File: src/bfe_pkg.sv
// Shared types, constants and functions for the braille frame encoder.
// No dependencies; every other file of the block imports this package.
`timescale 1ns / 1ps

package bfe_pkg;

	// Default cap on the lead-in and trailer lengths
	localparam int SEQ_MAX_DEF = 4;

	// Escape value; a mapped cell equal to it goes out twice
	localparam logic [7:0] ESC_BYTE = 8'h1b;

	// Register indexes of the configuration port
	localparam int CFG_IDX_W = 3;
	localparam logic [CFG_IDX_W-1:0] REG_LEAD_LEN   = 3'd0;
	localparam logic [CFG_IDX_W-1:0] REG_LEAD_BYTES  = 3'd1;
	localparam logic [CFG_IDX_W-1:0] REG_TRAIL_LEN   = 3'd2;
	localparam logic [CFG_IDX_W-1:0] REG_TRAIL_BYTES = 3'd3;

	// Target bit of each dot bit
	localparam logic [2:0] DOT_MAP [8] = '{3'd0, 3'd7, 3'd1, 3'd6, 3'd2, 3'd5, 3'd3, 3'd4};

	// Configuration register contents
	typedef struct packed {
		logic [2:0]  lead_length;
		logic [31:0] lead_bytes;
		logic [2:0]  trail_length;
		logic [31:0] trail_bytes;
	} cfg_t;

	// One emitted byte from the sequencer, plus its hold status
	typedef struct packed {
		logic       busy;
		logic       emit;
		logic       last;
		logic [7:0] data;
	} seq_out_t;

	// Permute the eight dots into link order
	function automatic logic [7:0] map_cell(input logic [7:0] dots);
		logic [7:0] r;
		r = '0;
		for (int i = 0; i < 8; i++) begin
			if (dots[i]) begin
				r[DOT_MAP[i]] = 1'b1;
			end
		end
		return r;
	endfunction

	// Pick byte k of a sequence register; bytes past the fourth are zero
	function automatic logic [7:0] seq_byte(input logic [31:0] bytes, input logic [2:0] k);
		logic [7:0] b;
		case (k)
			3'd0: b = bytes[7:0];
			3'd1: b = bytes[15:8];
			3'd2: b = bytes[23:16];
			3'd3: b = bytes[31:24];
			default: b = 8'h00;
		endcase
		return b;
	endfunction

endpackage

File: src/bfe_cfg_regs.sv
// Configuration register file of the braille frame encoder.
// Depends on bfe_pkg for register indexes and the cfg_t struct.
`timescale 1ns / 1ps

module bfe_cfg_regs (
	input  logic                            clk,
	input  logic                            arst_n,
	input  logic                            wr_en,
	input  logic [bfe_pkg::CFG_IDX_W-1:0]   wr_index,
	input  logic [31:0]                     wr_data,
	output bfe_pkg::cfg_t                   cfg
);
	import bfe_pkg::*;

	cfg_t cfg_q;

	// Write one register per beat; unknown indexes drop the write
	always_ff @(posedge clk or negedge arst_n) begin
		if (!arst_n) begin
			cfg_q <= '0;
		end else if (wr_en) begin
			case (wr_index)
				REG_LEAD_LEN:    cfg_q.lead_length  <= wr_data[2:0];
				REG_LEAD_BYTES:  cfg_q.lead_bytes   <= wr_data;
				REG_TRAIL_LEN:   cfg_q.trail_length <= wr_data[2:0];
				REG_TRAIL_BYTES: cfg_q.trail_bytes  <= wr_data;
				default: ;
			endcase
		end
	end

	assign cfg = cfg_q;

endmodule

File: src/bfe_seq.sv
// Input stage and byte sequencer: holds one cell and steps through its
// lead-in, cell, escape copy and trailer bytes. Depends on bfe_pkg.
`timescale 1ns / 1ps

module bfe_seq #(
	parameter int SEQ_MAX = bfe_pkg::SEQ_MAX_DEF
) (
	input  logic               clk,
	input  logic               arst_n,
	input  bfe_pkg::cfg_t      cfg,
	input  logic               in_valid,
	input  logic [7:0]         in_cell,
	input  logic               in_first,
	input  logic               in_last,
	output logic               in_take,
	input  logic               out_free,
	output bfe_pkg::seq_out_t  seq_out
);
	import bfe_pkg::*;

	localparam int CNT_W = (SEQ_MAX < 3) ? 3 : $clog2(2 * SEQ_MAX + 2);
	localparam logic [CNT_W-1:0] LEN_CAP = CNT_W'(SEQ_MAX);

	logic             valid_s1;
	logic [7:0]       mapped_s1;
	logic             first_s1;
	logic             last_s1;
	logic [CNT_W-1:0] idx_q;

	logic [CNT_W-1:0] lead_cap;
	logic [CNT_W-1:0] trail_cap;
	logic [CNT_W-1:0] lead_n;
	logic [CNT_W-1:0] trail_n;
	logic [CNT_W-1:0] esc_n;
	logic [CNT_W-1:0] end_idx;
	logic [CNT_W-1:0] trail_k;
	logic             is_esc;
	logic             at_end;
	logic             advance;
	logic [7:0]       byte_sel;

	// Clamp the configured lengths
	assign lead_cap  = (CNT_W'(cfg.lead_length) > LEN_CAP) ? LEN_CAP : CNT_W'(cfg.lead_length);
	assign trail_cap = (CNT_W'(cfg.trail_length) > LEN_CAP) ? LEN_CAP : CNT_W'(cfg.trail_length);

	// Size of the run for the held cell
	assign is_esc  = (mapped_s1 == ESC_BYTE);
	assign lead_n  = first_s1 ? lead_cap : '0;
	assign trail_n = last_s1 ? trail_cap : '0;
	assign esc_n   = CNT_W'(is_esc);
	assign end_idx = lead_n + esc_n + trail_n;
	assign trail_k = idx_q - lead_n - esc_n - CNT_W'(1);
	assign at_end  = (idx_q == end_idx);

	// Select the byte at the current step
	always_comb begin
		if (idx_q < lead_n) begin
			byte_sel = seq_byte(cfg.lead_bytes, idx_q[2:0]);
		end else if (idx_q <= lead_n + esc_n) begin
			byte_sel = mapped_s1;
		end else begin
			byte_sel = seq_byte(cfg.trail_bytes, trail_k[2:0]);
		end
	end

	assign advance = valid_s1 && out_free;
	assign in_take = !valid_s1 || (advance && at_end);

	// Load a new cell when the held one is done; otherwise step
	always_ff @(posedge clk or negedge arst_n) begin
		if (!arst_n) begin
			valid_s1 <= 1'b0;
			idx_q    <= '0;
		end else if (in_take) begin
			valid_s1 <= in_valid;
			idx_q    <= '0;
		end else if (advance) begin
			idx_q <= idx_q + CNT_W'(1);
		end
	end

	// Payload of the held cell
	always_ff @(posedge clk) begin
		if (in_take && in_valid) begin
			mapped_s1 <= map_cell(in_cell);
			first_s1  <= in_first;
			last_s1   <= in_last;
		end
	end

	assign seq_out.busy = valid_s1;
	assign seq_out.emit = advance;
	assign seq_out.last = at_end;
	assign seq_out.data = byte_sel;

endmodule

File: src/braille_frame_encoder_unit.sv
// Braille frame encoder: config registers, cell input stage, sequencer and output register.
// Depends on bfe_pkg, bfe_cfg_regs and bfe_seq.
//
// Usage:
//   Cell channel (cell_valid / cell_stall): one braille cell per beat with
//   first_cell / last_cell frame marks. Byte channel (byte_valid /
//   byte_stall): one link byte per beat; run_end marks the final byte of
//   a cell's run (lead-in, mapped cell, escape copy, trailer).
//   Config channel (cfg_valid / cfg_ready): always ready; cfg_index picks
//   lead_length, lead_bytes, trail_length or trail_bytes. Write only while
//   the block is idle.
// Timing:
//   A cell's first byte passes the sequencer's hold register and the output
//   register before it reaches the byte channel. A cell holds the cell
//   channel until its final byte is emitted. Unless the byte channel stalls,
//   one byte goes out per cycle and plain cells flow at one per cycle.
// Reset: clears the config registers to zero and empties both stages.
// Stall: a stalled byte holds in the output register; the sequencer stops
//   and the cell channel stalls once the held cell cannot finish.
`timescale 1ns / 1ps

module braille_frame_encoder_unit #(
	parameter int SEQ_MAX = bfe_pkg::SEQ_MAX_DEF
) (
	input  logic                           clk,
	input  logic                           arst_n,
	input  logic                           cfg_valid,
	output logic                           cfg_ready,
	input  logic [bfe_pkg::CFG_IDX_W-1:0]  cfg_index,
	input  logic [31:0]                    cfg_data,
	input  logic                           cell_valid,
	output logic                           cell_stall,
	input  logic [7:0]                     cell_req,
	input  logic                           first_cell,
	input  logic                           last_cell,
	output logic                           byte_valid,
	input  logic                           byte_stall,
	output logic [7:0]                     out_byte,
	output logic                           run_end
);
	import bfe_pkg::*;

	cfg_t     cfg;
	seq_out_t seq_out;
	logic     in_take;
	logic     out_free;
	logic     out_valid_q;
	logic [7:0] out_byte_q;
	logic     run_end_q;

	assign cfg_ready = 1'b1;

	bfe_cfg_regs u_cfg (
		.clk      (clk),
		.arst_n   (arst_n),
		.wr_en    (cfg_valid && cfg_ready),
		.wr_index (cfg_index),
		.wr_data  (cfg_data),
		.cfg      (cfg)
	);

	bfe_seq #(
		.SEQ_MAX (SEQ_MAX)
	) u_seq (
		.clk      (clk),
		.arst_n   (arst_n),
		.cfg      (cfg),
		.in_valid (cell_valid),
		.in_cell  (cell_req),
		.in_first (first_cell),
		.in_last  (last_cell),
		.in_take  (in_take),
		.out_free (out_free),
		.seq_out  (seq_out)
	);

	assign cell_stall = !in_take;
	assign out_free   = !out_valid_q || !byte_stall;

	// Output register: load a byte when the slot frees up
	always_ff @(posedge clk or negedge arst_n) begin
		if (!arst_n) begin
			out_valid_q <= 1'b0;
		end else if (out_free) begin
			out_valid_q <= seq_out.emit;
		end
	end

	always_ff @(posedge clk) begin
		if (out_free && seq_out.emit) begin
			out_byte_q <= seq_out.data;
			run_end_q  <= seq_out.last;
		end
	end

	assign byte_valid = out_valid_q;
	assign out_byte   = out_byte_q;
	assign run_end    = run_end_q;

	// The sequencer never emits into an occupied output slot
	a_emit_free: assert property (@(posedge clk) disable iff (!arst_n)
		seq_out.emit |-> out_free)
		else $error("sequencer emitted while output slot busy");

	// A new cell enters only when the held one has sent its final byte
	a_take_done: assert property (@(posedge clk) disable iff (!arst_n)
		(cell_valid && !cell_stall) |-> (!seq_out.busy || (seq_out.emit && seq_out.last)))
		else $error("cell accepted over an unfinished run");

	// A held cell that did not emit stays held
	a_hold: assert property (@(posedge clk) disable iff (!arst_n)
		(seq_out.busy && !seq_out.emit) |=> seq_out.busy)
		else $error("held cell lost without emitting");

endmodule
File: config.mk
export PLATFORM = sky130hd
export DESIGN_NAME = braille_frame_encoder_unit
export DESIGN_NICKNAME = d
export VERILOG_FILES = /design/src/bfe_pkg.sv /design/src/bfe_cfg_regs.sv /design/src/bfe_seq.sv /design/src/braille_frame_encoder_unit.sv
export SDC_FILE = /design/constraint.sdc
export NUM_CORES = 1
export LEC_CHECK = 0
export ABC_CLOCK_PERIOD_IN_PS = 4200
export BUFFER_PORTS_ARGS = -buffer_cell sky130_fd_sc_hd__buf_2
export CORE_MARGIN = 8
export CORE_UTILIZATION = 35
export CTS_CLUSTER_SIZE = 16
export DETAILED_ROUTE_END_ITERATION = 6
export GPL_TIMING_DRIVEN = 0
export HOLD_SLACK_MARGIN = 0.02
export RECOVER_POWER = 50
export SETUP_SLACK_MARGIN = 0.4
export SLEW_MARGIN = 20
export SYNTH_ARGS = -nofsm -noshare
export SYNTH_HDL_FRONTEND = slang
export SYNTH_HIERARCHICAL = 1
export SYNTH_SLANG_ARGS = --single-unit
File: constraint.sdc
create_clock -name clk -period 4.2 [get_ports clk]
set_input_delay 0.21 -clock clk [delete_from_list [all_inputs] [get_ports clk]]
set_output_delay 0.21 -clock clk [all_outputs]
set_load 0.1 [all_outputs]
==> run_results.csv, run 1 <==
group,metric,value,unit
sta,setup_violations,0,
logic_synthesis,synth_nets,407,
worst_setup_path,startpoint_type,"flop",
outcome,status,"finished with violations",
drt,initialDrtViolationCount,171,
cts,cts.sinks,95,
drt,drt_wl_total,10.9,mm
global_route,met1_usage,16.6,%
sta,rsz0062_at_grt,"false",
global_route,grt_pass1_wl,18.0,mm
placed_design,hpwl,8.10,mm
die,rows,42,
sta,hold_violations,0,
logic_synthesis,syn_inst,337,
hold_path,hold_path_class,"input pin to flop",
cts,worstSkewPairLatency,340,ps
global_route,antenna_found_initial,0,
global_route,gr-total-overflow,0,
cells_and_area,diodes,0,
drt,dr.pass1.iters,4,
sta,finalClockSkew,10.0,ps
run,cap_violations,1,
cells_and_area,area_delta_synth_final,19.0,%
die,fp.dieH,132,um
cts,numCtsBuffers,9,
sta,fmax,278,MHz
logic_synthesis,avgSynthCellArea,13.9,um^2
placed_design,place.port_buffers,60,
global_route,use_met3,3.05,%
power,pwr_density_cell,673,nW/um^2
drt,ant_nets,0,
cells_and_area,nets,484,
worst_setup_path,cp_slowest_cell,"edfxtp_1",
die,die_x,132,um
sta,relSlewSlack,-33.9,%
worst_setup_path,cp_max_fo,7,
die,ioPinCount,62,
global_route,grt_use_total,13.0,%
placed_design,gp_congestion,0.755,
drt,vias,3008,
worst_setup_path,path_class,"flop to output port",
global_route,busiest_layer,"met2",
global_route,met2_usage,21.3,%
sta,slew_violations,40,
power,ir_worst_vdd,0.000246,V
worst_setup_path,end_kind,"output port",
drt,remaining_drc_errors,0,
sta,tns,0,ps
sta,period_share,85.6,%
global_route,first_global_vias,3376,
sta,worst_slew_pin_slew,2010,ps
logic_synthesis,ys_warn_count,6,
drt,vias_per_cell,5.06,
cts,path_clk_slew,70,ps
worst_setup_path,worstPathArrival,3380,ps
power,leakage,2.41,nW
cts,clock-root-buffer,"clkbuf_16",
cells_and_area,drive_above_1_share,35.1,%
die,start_util,35.7,%
worst_setup_path,max_stage_delay,410,ps
cells_and_area,postLayoutCoreUtil,42.4,%
logic_synthesis,synth_area,4680,um^2
drt,wl_per_cell,18.3,um
die,core_area,13100,um^2
outcome,violations,"capacitance limit, slew limit",
cts,cts_tree,"done",
die,die-area,17300,um^2
global_route,grt_max_degree,40,
cts,ctsLongestPathBuffers,2,
sta,whs,45.7,ps
worst_setup_path,cp.required,3990,ps
cts,htree_num_levels,3,
worst_setup_path,path_cells,"nor4b_2 -> nand4_1 -> inv_1 -> ha_2 -> ha_4 -> xor2_2 -> inv_2 -> ha_4 -> a41o_1 -> or3_4 -> a21oi_4 -> a21o_1 -> inv_1 -> buf_12",
sta,post-route-min-period,3590,ps
-- power by group --
group,internal (mW),switching (mW),total [mW]
sequential,1.19,0.134,1.33
combinational,0.625,1.03,1.65
clock,0.412,0.358,0.770
total,2.23,1.52,3.75
-- cells in the final DEF (no fill, tap or decap), types with 2 or more instances in the layout --
master and count:
mux4_2 8, nor2_1 10, nor3_1 9, conb_1 2, ha_1 15, or3_1 3
a31oi_1 2, ha_4 2, inv_1 13, a222oi_1 8, buf_2 58, xnor2_1 5
and3b_1 3, xor2_1 2, mux2_1 30, clkbuf_16 9, o21ai_0 4, inv_8 2
clkbuf_1 11, o32ai_1 2, nand2b_1 3, buf_1 4, mux2_2 40, buf_8 3
edfxtp_1 19, nand2_1 3, dfrtp_1 76, fa_1 2, buf_4 8, a221o_1 8
and2_1 3, nand3_1 4, a21oi_1 9, a21o_1 2, nand4_1 2
-- layer usage --
layer	vias up	share of wire (%)
met5	-	0
met4	0	0.46
met3	2	6.2
met2	76	49
met1	1522	44
li1	1408	-
-- path summary, 6_finish.rpt --
check	start	endpoint	slack (ps)	cells past startpoint
min in group asynchronous	arst_n	u_cfg/cfg[19]	980	2
worst max register to register	u_seq/mapped_s1[6]	u_seq/mapped_s1[3]	630	12
worst min-delay path	cell_req[4]	u_seq/mapped_s1[2]	50	1
worst min register to register	u_cfg/cfg[57]	u_cfg/cfg[57]	490	1
max in group asynchronous	arst_n	u_cfg/cfg[36]	1360	3
worst max-delay path	u_seq/mapped_s1[6]	cell_stall	610	14
-- worst max-delay path, delay by kind of cell (launching register included) --
family,cells,cell delay [ps]
buffers and inverters,4,380
DFF,1,410
and+or+nand+nor,3,850
adders and majority gates,3,590
AOI/OAI and AO/OA,3,630
xor gates and xnor gates,1,170
-- per-stage QoR --
step / total power [mW] / cells / setup slack, ps / cell area, um^2
2_1_floorplan: 2.55 / 337 / 820 / 4680
3_3_place_gp: 2.94 / 573 / 431 / 5200
3_5_place_dp: 2.98 / 574 / 387 / 5230
4_1_cts: 3.77 / 592 / 421 / 5540
5_1_grt: 3.99 / 595 / 410 / 5580
6_report: 3.75 / 595 / 606 / 5580
-- final cells by class --
class                   count  area [um^2]
fillers                  1253         7560
flip-flops and latches     95         2470
multi-input cells         208         2070
repair buffers             66          354
clock buffers              10          229
well taps                 176          220
plain buffers              20          129
inverters                  14         52.6
clock inverters             6         51.3
-- what timing repair did --
action                                  in CTS  in global routing
setup buffers                                1                  3
gates resized for setup                      3                  9
endpoints found under the setup margin      11                 11
hold buffers                                 1                  0
pin swaps                                    1                  3
endpoints found under the hold margin       38                  0
-- state kept, by name (all words and copies together) (netlist names) --
name,count
byte_valid,1
out_byte,8
run_end,1
u_cfg/cfg,70
u_seq/first_s1,1
u_seq/idx_q,4
u_seq/last_s1,1
u_seq/mapped_s1,8
u_seq/valid_s1,1
Note: power is estimated with default switching activity, not from simulation.
==> inputs of run 2 (changes only) <==
--- a/config.mk
+++ b/config.mk
@@ -6,13 +6,16 @@
 export NUM_CORES = 1
 export LEC_CHECK = 0
 export ABC_CLOCK_PERIOD_IN_PS = 4200
-export BUFFER_PORTS_ARGS = -buffer_cell sky130_fd_sc_hd__buf_2
-export CORE_MARGIN = 8
+export CELL_PAD_IN_SITES_DETAIL_PLACEMENT = 1
+export CELL_PAD_IN_SITES_GLOBAL_PLACEMENT = 2
+export CORE_MARGIN = 2
 export CORE_UTILIZATION = 35
 export CTS_CLUSTER_SIZE = 16
 export DETAILED_ROUTE_END_ITERATION = 6
+export DONT_BUFFER_PORTS = 1
 export GPL_TIMING_DRIVEN = 0
 export HOLD_SLACK_MARGIN = 0.02
+export PLACE_DENSITY_LB_ADDON = 0.1
 export RECOVER_POWER = 50
 export SETUP_SLACK_MARGIN = 0.4
 export SLEW_MARGIN = 20
==> run_results.csv, run 2 (synthesis gave the netlist of run 1 again) <==
group,metric,value,unit
cells_and_area,drive_above_1_share,25.1,%
global_route,first_global_vias,3337,
cts,clock-root-buffer,"clkbuf_16",
sta,period_share,88.6,%
sta,worst_slew_pin_slew,1950,ps
power,p_int,2.29,mW
drt,wl_per_cell,20.8,um
drt,drt_wl_total,12.2,mm
die,die_x,120,um
die,ioPinCount,62,
drt,vias,3035,
worst_setup_path,end_kind,"output port",
sta,fmax,269,MHz
drt,remaining_drc_errors,0,
power,pwr-share-seq,43.4,%
sta,post-route-min-period,3720,ps
power,switchingPower,1.56,mW
drt,ant_nets,0,
power,ir_worst_vdd,0.000304,V
sta,finalClockSkew,5.19,ps
die,rows,42,
global_route,grt_max_degree,77,
sta,hold_violations,0,
cells_and_area,largest_register_ffs,70,
placed_design,place.port_buffers,0,
cts,numCtsBuffers,9,
outcome,violations,"capacitance limit, slew limit",
worst_setup_path,cp.required,3990,ps
cells_and_area,nets,475,
run,cap_violations,1,
cts,path_clk_slew,60,ps
placed_design,hpwl,8.36,mm
die,start_util,35.7,%
cts,cts_tree,"done",
cells_and_area,diodes,0,
global_route,grt_use_total,18.2,%
cells_and_area,final_common_cell,"dfrtp_1",
cts,htree_num_levels,3,
power,p_comb_share,35.4,%
drt,dr.pass1.iters,5,
sta,slew_violations,77,
global_route,grt_pass1_wl,19.4,mm
global_route,gr-total-overflow,0,
sta,layout_setup_ws,480,ps
worst_setup_path,path_class,"flop to output port",
worst_setup_path,worstPathArrival,3510,ps
drt,initialDrtViolationCount,200,
placed_design,dp_slack,129,ps
cells_and_area,area_delta_synth_final,24.1,%
drt,vias_per_cell,5.18,
sta,rsz0062_at_grt,"true",
cells_and_area,layout_common_cells,"dfrtp_1 (76), dlygate4sd3_1 (45), mux2_2 (40), mux2_1 (30), edfxtp_1 (19)",
sta,relSlewSlack,-30.3,%
cts,cts.sinks,95,
outcome,status,"finished with violations",
sta,tns,0,ps
cells_and_area,instances_no_fill,586,
placed_design,gp_congestion,0.709,
cts,worstSkewPairLatency,350,ps
die,fp.dieH,120,um
power,pwr_density_cell,662,nW/um^2
hold_path,hold_path_class,"input pin to flop",
global_route,antenna_found_initial,0,
power,leakage,2.40,nW
die,core_area,13100,um^2
worst_setup_path,startpoint_type,"flop",
power,p_clk_share,21.2,%
die,die-area,14300,um^2
power,swShare,40.5,%
sta,setup_violations,0,
worst_setup_path,cp_max_fo,3,
cts,ctsLongestPathBuffers,2,
placed_design,dp.cells,513,
run 2: cell types whose count changed in the layout (fill, tap and decap cells not counted), sizes merged:
| cell | before | now |
|---|---|---|
| buf | 74 | 25 |
| clkbuf | 21 | 22 |
| dlygate4sd3 | 1 | 45 |
| clkinvlp | 0 | 1 |
| inv | 18 | 13 |
| clkinv | 2 | 1 |
run 2: layout make-up:
cell class	count	area, um^2
inverters	14	56.3
fillers	1372	7320
multi-input cells	208	2100
repair buffers	57	538
clock inverters	1	8.76
well taps	176	220
clock buffers	15	289
flip-flops and latches	95	2470
plain buffers	20	126
run 2: metrics by stage:
| stage | hold slack, ps | area (um^2) | utilization [%] | total power [mW] |
|---|---|---|---|---|
| 3_5_place_dp | -82.3 | 4900 | 37.3 | 2.95 |
| 4_1_cts | 131 | 5820 | 44.3 | 3.87 |
| 5_1_grt | 136 | 5810 | 44.2 | 4.07 |
| 3_3_place_gp | -83.4 | 4900 | 37.3 | 2.92 |
| 2_1_floorplan | -85.6 | 4680 | - | 2.55 |
| 6_report | 147 | 5810 | 44.2 | 3.85 |
run 2: worst max-delay path, stage by stage (launching register included):
cell	delay, ps
edfxtp_1	420
nor4b_2	320
nand4_1	250
inv_2	130
ha_4	150
ha_4	140
xor2_2	140
inv_1	90
ha_4	230
a41o_1	190
or3_4	340
a21oi_4	170
a21o_1	170
clkinvlp_4	420
run 2: timing repair:
action / 4_1_cts / 5_1_grt
pin swaps: 5 / 5
setup endpoints to repair: 11 / 19
hold buffers: 46 / 0
hold endpoints to repair: 158 / 0
gates resized for setup: 10 / 4
buffers inserted: 10 / 1
run 2: per-layer routing:
layer,vias up,share of wire [%],GRT usage (%)
met4,0,1.0,5.29
li1,1394,-,-
met1,1564,47,24.7
met2,69,47,28.9
met5,-,0,0
met3,8,4.9,4.71
run 2: power by group through the flow:
stage               Sequential (mW)  Clock (mW)  Combinational (mW)
floorplan                      1.63           0               0.922
CTS                            1.67       0.846                1.35
detailed placement             1.69           0                1.26
global placement               1.68           0                1.24
global route                   1.70       0.882                1.49
finish                         1.67       0.817                1.36
run 2: final timing paths:
kind | from | endpoint | slack, ps | cells after the start
worst max-delay path | u_seq/mapped_s1[6] | cell_stall | 480 | 13
worst min-delay path | cfg_index[0] | u_cfg/cfg[69] | 150 | 2
worst max register to register | u_seq/mapped_s1[6] | out_byte[6] | 700 | 15
worst min register to register | u_cfg/cfg[56] | u_cfg/cfg[56] | 490 | 1
max in group asynchronous | arst_n | u_cfg/cfg[30] | 2070 | 2
min in group asynchronous | arst_n | u_seq/idx_q[3] | 990 | 2
==> inputs of run 3 (changes only) <==
--- a/config.mk
+++ b/config.mk
@@ -15,10 +15,9 @@
 export DONT_BUFFER_PORTS = 1
 export GPL_TIMING_DRIVEN = 0
 export HOLD_SLACK_MARGIN = 0.02
-export PLACE_DENSITY_LB_ADDON = 0.1
+export PLACE_DENSITY = 0.76
 export RECOVER_POWER = 50
 export SETUP_SLACK_MARGIN = 0.4
-export SLEW_MARGIN = 20
 export SYNTH_ARGS = -nofsm -noshare
 export SYNTH_HDL_FRONTEND = slang
 export SYNTH_HIERARCHICAL = 1
==> run_results.csv, run 3 (synthesis gave the netlist of run 1 again) <==
group,metric,value,unit
outcome,status,"finished with violations",
outcome,violations,"capacitance limit, slew limit",
drt,vias,3075,
cells_and_area,instances_no_fill,585,
sta,finalClockSkew,13.2,ps
cells_and_area,final_common_cell,"dfrtp_1",
global_route,grt_max_degree,77,
worst_setup_path,reg2regPathDepth,15,
worst_setup_path,r2r-start,"u_seq/mapped_s1[7]",
sta,rsz0062_at_grt,"true",
placed_design,dp.cells,513,
sta,setup_violations,0,
sta,post-route-min-period,3650,ps
sta,slew_violations,77,
hold_path,hold_path_class,"input pin to flop",
worst_setup_path,reg2reg_slack,620,ps
hold_path,min_path_cells,1,
cts,numCtsBuffers,9,
die,die-area,14300,um^2
sta,tns,0,ps
cells_and_area,drive_above_1_share,24.4,%
placed_design,gp_congestion,0.800,
run,cap_violations,1,
sta,worst_slew_pin_slew,1880,ps
worst_setup_path,cp.required,3990,ps
drt,dr.pass1.iters,5,
die,core_area,13100,um^2
die,die_x,120,um
power,pwr_density_cell,660,nW/um^2
die,fp.dieH,120,um
drt,wl_per_cell,21.5,um
cells_and_area,nets,474,
global_route,grt_use_total,18.3,%
drt,vias_per_cell,5.26,
placed_design,hpwl,8.40,mm
sta,fmax,274,MHz
drt,remaining_drc_errors,0,
cells_and_area,fillers,1355,
hold_path,min_to,"u_cfg/cfg[7]",
sta,whs,36.8,ps
placed_design,placed_cell_area,4900,um^2
die,rows,42,
cts,ctsLongestPathBuffers,2,
cells_and_area,layout_common_cells,"dfrtp_1 (76), dlygate4sd3_1 (45), mux2_2 (40), mux2_1 (30), edfxtp_1 (19)",
cts,path_clk_slew,60,ps
global_route,grt_pass1_wl,19.8,mm
worst_setup_path,startpoint_type,"flop",
sta,hold_violations,0,
cts,worstSkewPairLatency,350,ps
drt,ant_nets,0,
sta,relSlewSlack,-25.3,%
sta,period_share,87.0,%
power,ir_worst_vdd,0.000360,V
die,start_util,35.7,%
worst_setup_path,worstPathArrival,3440,ps
cells_and_area,largest_register_ffs,70,
worst_setup_path,cp_max_fo,3,
worst_setup_path,crit_path_start,"u_seq/mapped_s1[7]",
drt,drt_wl_total,12.6,mm
cells_and_area,area_delta_synth_final,23.5,%
power,leakage,2.39,nW
cells_and_area,diodes,0,
worst_setup_path,end_kind,"output port",
cts,htree_num_levels,3,
die,ioPinCount,62,
cts,clock-root-buffer,"clkbuf_16",
hold_path,hold_start,"cfg_data[7]",
worst_setup_path,r2r-end,"out_byte[6]",
cts,cts_tree,"done",
global_route,first_global_vias,3503,
placed_design,place.port_buffers,0,
cts,cts.sinks,95,
drt,initialDrtViolationCount,178,
global_route,antenna_found_initial,0,
global_route,gr-total-overflow,0,
worst_setup_path,path_class,"flop to output port",
cells_and_area,final_area,5780,um^2
-- run 3: cell count changes in the layout (fill, tap and decap cells not counted), sizes merged --
cell / previous run / this run
bufinv: 0 / 1
inv: 13 / 14
buf: 25 / 23
clkinv: 1 / 2
clkbuf: 22 / 20
-- run 3: stage by stage --
step / setup slack (ps) / util [%] / power [mW]
3_5_place_dp: 305 / 37.3 / 2.94
4_1_cts: 431 / 43.7 / 3.83
5_1_grt: 329 / 44.0 / 4.02
3_3_place_gp: 410 / 37.3 / 2.88
6_report: 545 / 44.0 / 3.82
2_1_floorplan: 820 / - / 2.55
-- run 3: report_power, final --
group	internal [mW]	switching [mW]	total, mW
clock network	0.460	0.332	0.793
logic	0.612	0.729	1.34
registers	1.20	0.485	1.69
total	2.27	1.55	3.82
-- run 3: worst max-delay path by stage --
stage | end | slack (ps) | cells after the start
floorplan | cell_stall | 820 | 14
global placement | u_seq/mapped_s1[2] | 410 | 12
detailed placement | u_seq/mapped_s1[2] | 310 | 13
CTS | cell_stall | 430 | 13
global route | cell_stall | 330 | 13
finish | cell_stall | 550 | 13
-- run 3: worst max-delay path, cell delays in order, from the launching register on --
cell and delay (ps):
edfxtp_1 420, nor4b_2 320, nand4_1 200, inv_2 110
ha_4 140, ha_4 140, xor2_2 160, inv_2 70
ha_4 250, a41o_1 230, or3_4 340, a21oi_4 130
a21o_1 170, clkinvlp_4 420
-- run 3: final cells by class --
cell class              count  area [um^2]  share of cell area (%)
clock buffers              12          236                    4.09
multi-input cells         208         2100                    36.2
flip-flops and latches     95         2470                    42.8
inverters                  14         56.3                   0.974
repair buffers             56          531                    9.17
plain buffers              20          125                    2.16
well taps                 176          220                    3.81
clock inverters             4         46.3                   0.801
-- run 3: routing by layer --
layer | vias to the layer above | part of all wire, % | GRT usage (%)
met5 | - | 0 | 0
met4 | 0 | 2.1 | 6.03
met3 | 20 | 4.6 | 4.13
met2 | 64 | 51 | 31.5
met1 | 1596 | 42 | 22.9
li1 | 1395 | - | -
-- run 3: repair_timing --
action,4_1_cts,5_1_grt
hold buffers,46,0
endpoints found under the hold margin,157,0
buffers inserted,7,3
resized for setup,4,9
endpoints found under the setup margin,11,19
pin swaps,4,3
